==> src/rtl/moving_average_auto_gain_core_assert.svh <==
// ----------------------------------------------------------------------------
// Assertion macros for the moving-average gain core
// Assertions are compiled in unless SYNTH is defined; with SYNTH they are empty.
// ----------------------------------------------------------------------------
`ifndef MOVING_AVERAGE_AUTO_GAIN_CORE_ASSERT_SVH
`define MOVING_AVERAGE_AUTO_GAIN_CORE_ASSERT_SVH
`ifndef SYNTH
// plain property, checked at every clock edge outside reset
`define MAGC_ASSERT(lbl, clk, rstn, prop, msg) \
  lbl: assert property (@(posedge clk) disable iff (!rstn) (prop)) else $error(msg);
// same-cycle implication
`define MAGC_ASSERT_IMPL(lbl, clk, rstn, ante, cons, msg) \
  lbl: assert property (@(posedge clk) disable iff (!rstn) (ante) |-> (cons)) else $error(msg);
`else
`define MAGC_ASSERT(lbl, clk, rstn, prop, msg)
`define MAGC_ASSERT_IMPL(lbl, clk, rstn, ante, cons, msg)
`endif
`endif

==> src/rtl/mavg_pkg.sv <==
// ----------------------------------------------------------------------------
// mavg_pkg
// Shared constants, types and register map of the moving-average gain core.
// ----------------------------------------------------------------------------
package mavg_pkg;

  localparam int HISTORY_DEPTH = 1024;
  localparam int WARMUP_COUNT  = 100;

  // widest ring address that the depth range needs
  localparam int RING_AW_MAX = 16;

  localparam logic [14:0] OUT_CLAMP = 15'd25600;
  localparam logic [31:0] GAIN_ONE  = 32'h0001_0000;

  localparam logic [15:0] GAIN_TARGET_RST     = 16'd12800;
  localparam logic [15:0] LEVEL_THRESHOLD_RST = 16'd256;
  localparam logic [10:0] HISTORY_LEN_RST     = 11'd1024;

  // register word index within the apb window
  typedef enum logic [1:0] {
    REG_GAIN_TARGET     = 2'd0,
    REG_LEVEL_THRESHOLD = 2'd1,
    REG_HISTORY_LEN     = 2'd2
  } reg_idx_e;

  typedef enum logic [2:0] {
    ST_IDLE,
    ST_RING,
    ST_NUM,
    ST_DIV_GO,
    ST_DIV_WAIT,
    ST_MUL,
    ST_OUT
  } state_e;

  typedef struct packed {
    logic                   rd_en;
    logic                   wr_en;
    logic [RING_AW_MAX-1:0] addr;
    logic [15:0]            wr_data;
  } ring_req_t;

  typedef struct packed {
    logic busy;
    logic done;
  } div_stat_t;

endpackage

==> src/rtl/mavg_div.sv <==
// ----------------------------------------------------------------------------
// mavg_div
// Radix-2 restoring divider, one quotient bit per cycle, result saturated
// to 32 bits.
// ----------------------------------------------------------------------------
module mavg_div #(
  parameter int NUM_W = 43,
  parameter int DEN_W = 26
) (
  input  logic                clk_i,
  input  logic                rst_ni,
  input  logic                start_i,
  input  logic [NUM_W-1:0]    num_i,
  input  logic [DEN_W-1:0]    den_i,
  output mavg_pkg::div_stat_t stat_o,
  output logic [31:0]         quot_o
);

  localparam int CNT_W = $clog2(NUM_W);

  logic             busy_q, busy_d;
  logic             done_q, done_d;
  logic [CNT_W-1:0] cnt_q, cnt_d;
  logic [DEN_W-1:0] rem_q, rem_d;
  logic [DEN_W-1:0] den_q, den_d;
  logic [NUM_W-1:0] acc_q, acc_d;
  logic [DEN_W:0]   rem_sh;
  logic [DEN_W:0]   diff;
  logic             ge;

  // quotient bits shift into the numerator register as it drains
  assign rem_sh = {rem_q, acc_q[NUM_W-1]};
  assign diff   = rem_sh - {1'b0, den_q};
  assign ge     = rem_sh >= {1'b0, den_q};

  always_comb begin
    busy_d = busy_q;
    done_d = 1'b0;
    cnt_d  = cnt_q;
    rem_d  = rem_q;
    den_d  = den_q;
    acc_d  = acc_q;
    if (start_i) begin
      busy_d = 1'b1;
      cnt_d  = '0;
      rem_d  = '0;
      den_d  = den_i;
      acc_d  = num_i;
    end else if (busy_q) begin
      rem_d = ge ? diff[DEN_W-1:0] : rem_sh[DEN_W-1:0];
      acc_d = {acc_q[NUM_W-2:0], ge};
      cnt_d = cnt_q + CNT_W'(1);
      if (cnt_q == CNT_W'(NUM_W - 1)) begin
        busy_d = 1'b0;
        done_d = 1'b1;
      end
    end
  end

  always_ff @(posedge clk_i or negedge rst_ni) begin
    if (!rst_ni) begin
      busy_q <= 1'b0;
      done_q <= 1'b0;
      cnt_q  <= '0;
    end else begin
      busy_q <= busy_d;
      done_q <= done_d;
      cnt_q  <= cnt_d;
    end
  end

  always_ff @(posedge clk_i) begin
    rem_q <= rem_d;
    den_q <= den_d;
    acc_q <= acc_d;
  end

  assign stat_o.busy = busy_q;
  assign stat_o.done = done_q;
  assign quot_o      = (|acc_q[NUM_W-1:32]) ? 32'hFFFF_FFFF : acc_q[31:0];

endmodule
==> config.mk <==
export PLATFORM = sky130hd
export DESIGN_NAME = mavg_div
export DESIGN_NICKNAME = d
export VERILOG_FILES = /design/src/rtl/moving_average_auto_gain_core_assert.svh /design/src/rtl/mavg_pkg.sv /design/src/rtl/mavg_div.sv
export SDC_FILE = /design/constraint.sdc
export NUM_CORES = 1
export LEC_CHECK = 0
export ABC_AREA = 1
export BUFFER_PORTS_ARGS = -buffer_cell sky130_fd_sc_hd__buf_2
export CAP_MARGIN = 25
export CORE_MARGIN = 8
export CORE_UTILIZATION = 35
export CTS_CLUSTER_DIAMETER = 100
export DETAILED_ROUTE_END_ITERATION = 8
export PLACE_DENSITY = 0.56
export SYNTH_ARGS = -nofsm -noshare
export SYNTH_HDL_FRONTEND = slang
export SYNTH_SLANG_ARGS = --single-unit
==> constraint.sdc <==
create_clock -name clk_i -period 3.1 [get_ports clk_i]
set_input_delay 0.62 -clock clk_i [delete_from_list [all_inputs] [get_ports clk_i]]
set_output_delay 0.62 -clock clk_i [all_outputs]
set_load 0.05 [all_outputs]
==> flow_summary.json <==
{
  "status": "finished, final reports clean",
  "maxSlewViolCount": 0,
  "fillers": 2002,
  "cts_tree": "done",
  "die_h_microns": 153,
  "root_buffer": "clkbuf_16",
  "cts_buffer_depth": 2,
  "rsz0062_at_grt": "false",
  "dr.pass1.iters": 4,
  "vias": 5733,
  "via_per_inst": 4.61,
  "layout.nets": 1104,
  "hold_slack_ns": 0.0930,
  "area_growth_pct": 16.1,
  "synth_cell_types": 38,
  "seq_area_frac_synth_pct": 42.7,
  "cts.sinks": 103,
  "core-area_sq_um": 18500,
  "cp_max_fo": 32,
  "grt_pass1_wl_microns": 28100,
  "die-width_microns": 153,
  "antenna_found_initial": 3,
  "vdd_drop_max_mv": 0.314,
  "leakage_nw": 3.89,
  "grt_max_degree": 101,
  "finalHoldViolCount": 0,
  "synthCells": 907,
  "io_pins": 106,
  "drc": 0,
  "max_slew_margin_pct": 65.9,
  "htree_levels": 3,
  "criticalPathCategory": "register to output pin",
  "final.setup.tns_ns": 0,
  "fin_ws_ns": 0.394,
  "ant_nets": 0,
  "worstPathArrival_ns": 2.09,
  "finalCriticalPeriod_ns": 2.71,
  "row_count": 50,
  "min_path_type": "input pin to async pin",
  "r2r_start": "acc_q[42]$_DFFE_PP_",
  "grt_pass1_vias": 5817,
  "clock_skew_ns": 0.0156,
  "maxCapViolCount": 0,
  "wl_microns": 16700,
  "power.density_nw_per_um2": 755,
  "yosys_warnings": 0,
  "crit_required_ns": 2.48,
  "cp-end-kind": "output pin",
  "worstMarginPinSlew_ns": 0.510,
  "setup-violations-final": 0,
  "crit_start": "acc_q[39]$_DFFE_PP_",
  "drive_above_1_share_pct": 14.7,
  "post-place-ws_ns": 0.717,
  "syn_nets": 1008,
  "grt_usage_pct": 14.7,
  "cts_buffers": 9,
  "start_util_pct": 35.3,
  "dp_hpwl_microns": 12400,
  "post_cts_buffers": 0,
  "overflow": 0,
  "critPathLaunchType": "register",
  "dieArea_sq_um": 23300,
  "port_buffers": 105,
  "syn_area_sq_um": 6540,
  "synth_area_per_cell_sq_um": 7.21,
  "gp_congestion": 0.932,
  "drt_iter0_markers": 262,
  "clkTransAtPathRegs_ns": 0.08,
  "cts_hold_buf": 0,
  "clkLatencyLatePin_ns": 0.36,
  "ys_seq_elements": 103,
  "cts.repair.resized": 0,
  "fmax_mhz": 370,
  "drt-wirelength-per-cell_microns": 13.4,
  "fin_crit_sh_pct": 87.3
}
-- path summary, 6_finish.rpt --
path	endpoint	slack (ns)	cells after the start
setup / recovery	quot_o[11]	0.39	6
hold / removal	done_q$_DFF_PN0_	0.09	1
setup reg to reg	rem_q[16]$_SDFFE_PP0P_	0.71	16
hold reg to reg	rem_q[12]$_SDFFE_PP0P_	0.47	2
max in group asynchronous	cnt_q[2]$_DFFE_PN0P_	2.82	1
min in group clk_i	den_q[9]$_DFFE_PP_	0.43	1
-- synth_stat cells --
library cell,instances,area [sq um]
nand2_1,328,1230
inv_1,178,668
nand3_1,73,365
edfxtp_1,69,2070
o21ai_0,48,240
nor2_1,37,139
ha_1,28,350
dfxtp_1,26,521
a21oi_1,23,115
clkbuf_1,14,52.6
dfrtp_1,8,200
xnor2_1,8,70.1
nand3b_1,7,52.6
nand4_1,7,43.8
nor2_2,6,37.5
buf_6,5,56.3
nand2_2,5,31.3
nor3_1,5,25.0
buf_4,4,30.0
nand3_2,4,40.0
nor4_1,3,18.8
o21ai_1,3,15.0
xor2_1,3,26.3
a21o_1,1,7.51
a21oi_2,1,8.76
a31oi_1,1,6.26
and2_1,1,6.26
buf_2,1,5.00
buf_8,1,15.0
clkbuf_8,1,13.8
clkinv_1,1,3.75
dlygate4sd1_1,1,8.76
fa_1,1,20.0
nor3_2,1,10.0
nor4_2,1,12.5
o21bai_1,1,7.51
o31ai_1,1,7.51
or2_2,1,6.26
-- critical path, cell delays in order, from the launching register on --
cell and delay, ns:
edfxtp_1 0.40, nor4_1 0.34, nand2_1 0.15, nor4_4 0.14, buf_4 0.34, nand2_1 0.11
buf_2 0.23
-- where the power goes --
part	total, mW	internal [mW]	switching, mW
clock	1.24	0.653	0.586
combinational	2.60	0.928	1.67
sequential	1.89	1.73	0.155
total	5.73	3.32	2.41
-- metrics by stage --
| step | cells | cell area [sq um] | power (mW) | util (%) |
|---|---|---|---|---|
| after floorplan | 907 | 6540 | 3.98 | - |
| after global placement | 1226 | 7270 | 4.51 | 39.2 |
| after detailed placement | 1226 | 7270 | 4.53 | 39.2 |
| after CTS | 1242 | 7590 | 5.80 | 41.0 |
| after global routing | 1242 | 7590 | 6.29 | 41.0 |
| final | 1243 | 7590 | 5.73 | 41.0 |
-- cells by family after synthesis --
logic type	count (synthesis)	synth area share, %
DFF	103	42.7
adders and majority gates	29	5.66
xor gates and xnor gates	11	1.47
and+or+nand+nor	479	30.9
AOI/OAI and AO/OA	79	6.24
buffers and inverters	206	13.0
-- flip-flops by register name, indices dropped and copies added, names as in the netlist --
signal / flops
rem_q: 26
done_q: 1
den_q: 26
acc_q: 43
busy_q: 1
cnt_q: 6
-- layout make-up --
cell class | count | area [sq um] | area share [%]
Timing Repair Buffer | 112 | 606 | 7.98
Tap cell | 234 | 293 | 3.86
Inverter | 179 | 672 | 8.85
Antenna cell | 1 | 2.50 | 0.0330
Clock inverter | 7 | 96.3 | 1.27
Multi-Input combinational cell | 598 | 2900 | 38.2
Clock buffer | 9 | 225 | 2.97
Sequential cell | 103 | 2790 | 36.8
-- layout by cell type, fill, tap and decap left out, drive strengths merged, types with 3 or more instances in the layout --
cell type | synthesis | layout
o21ai | 51 | 51
xnor2 | 8 | 8
ha | 28 | 28
clkinv | 1 | 3
nor4 | 4 | 4
inv | 178 | 181
nor2 | 43 | 43
buf | 11 | 112
nand3b | 7 | 7
xor2 | 3 | 3
dfxtp | 26 | 26
dfrtp | 8 | 8
edfxtp | 69 | 69
nor3 | 6 | 6
nand4 | 7 | 7
nand2 | 333 | 333
clkbuf | 15 | 9
nand3 | 77 | 77
a21oi | 24 | 24
-- metal layers --
| metal | global-route usage (%) | vias to the layer above | wire length (microns) |
|---|---|---|---|
| met5 | 0 | - | 27 |
| met4 | 4.29 | 4 | 232 |
| met3 | 4.34 | 19 | 1080 |
| met2 | 24.0 | 117 | 7540 |
| met1 | 18.4 | 2570 | 7790 |
| li1 | - | 3023 | - |
No activity file was read; power rests on OpenSTA's default activity.
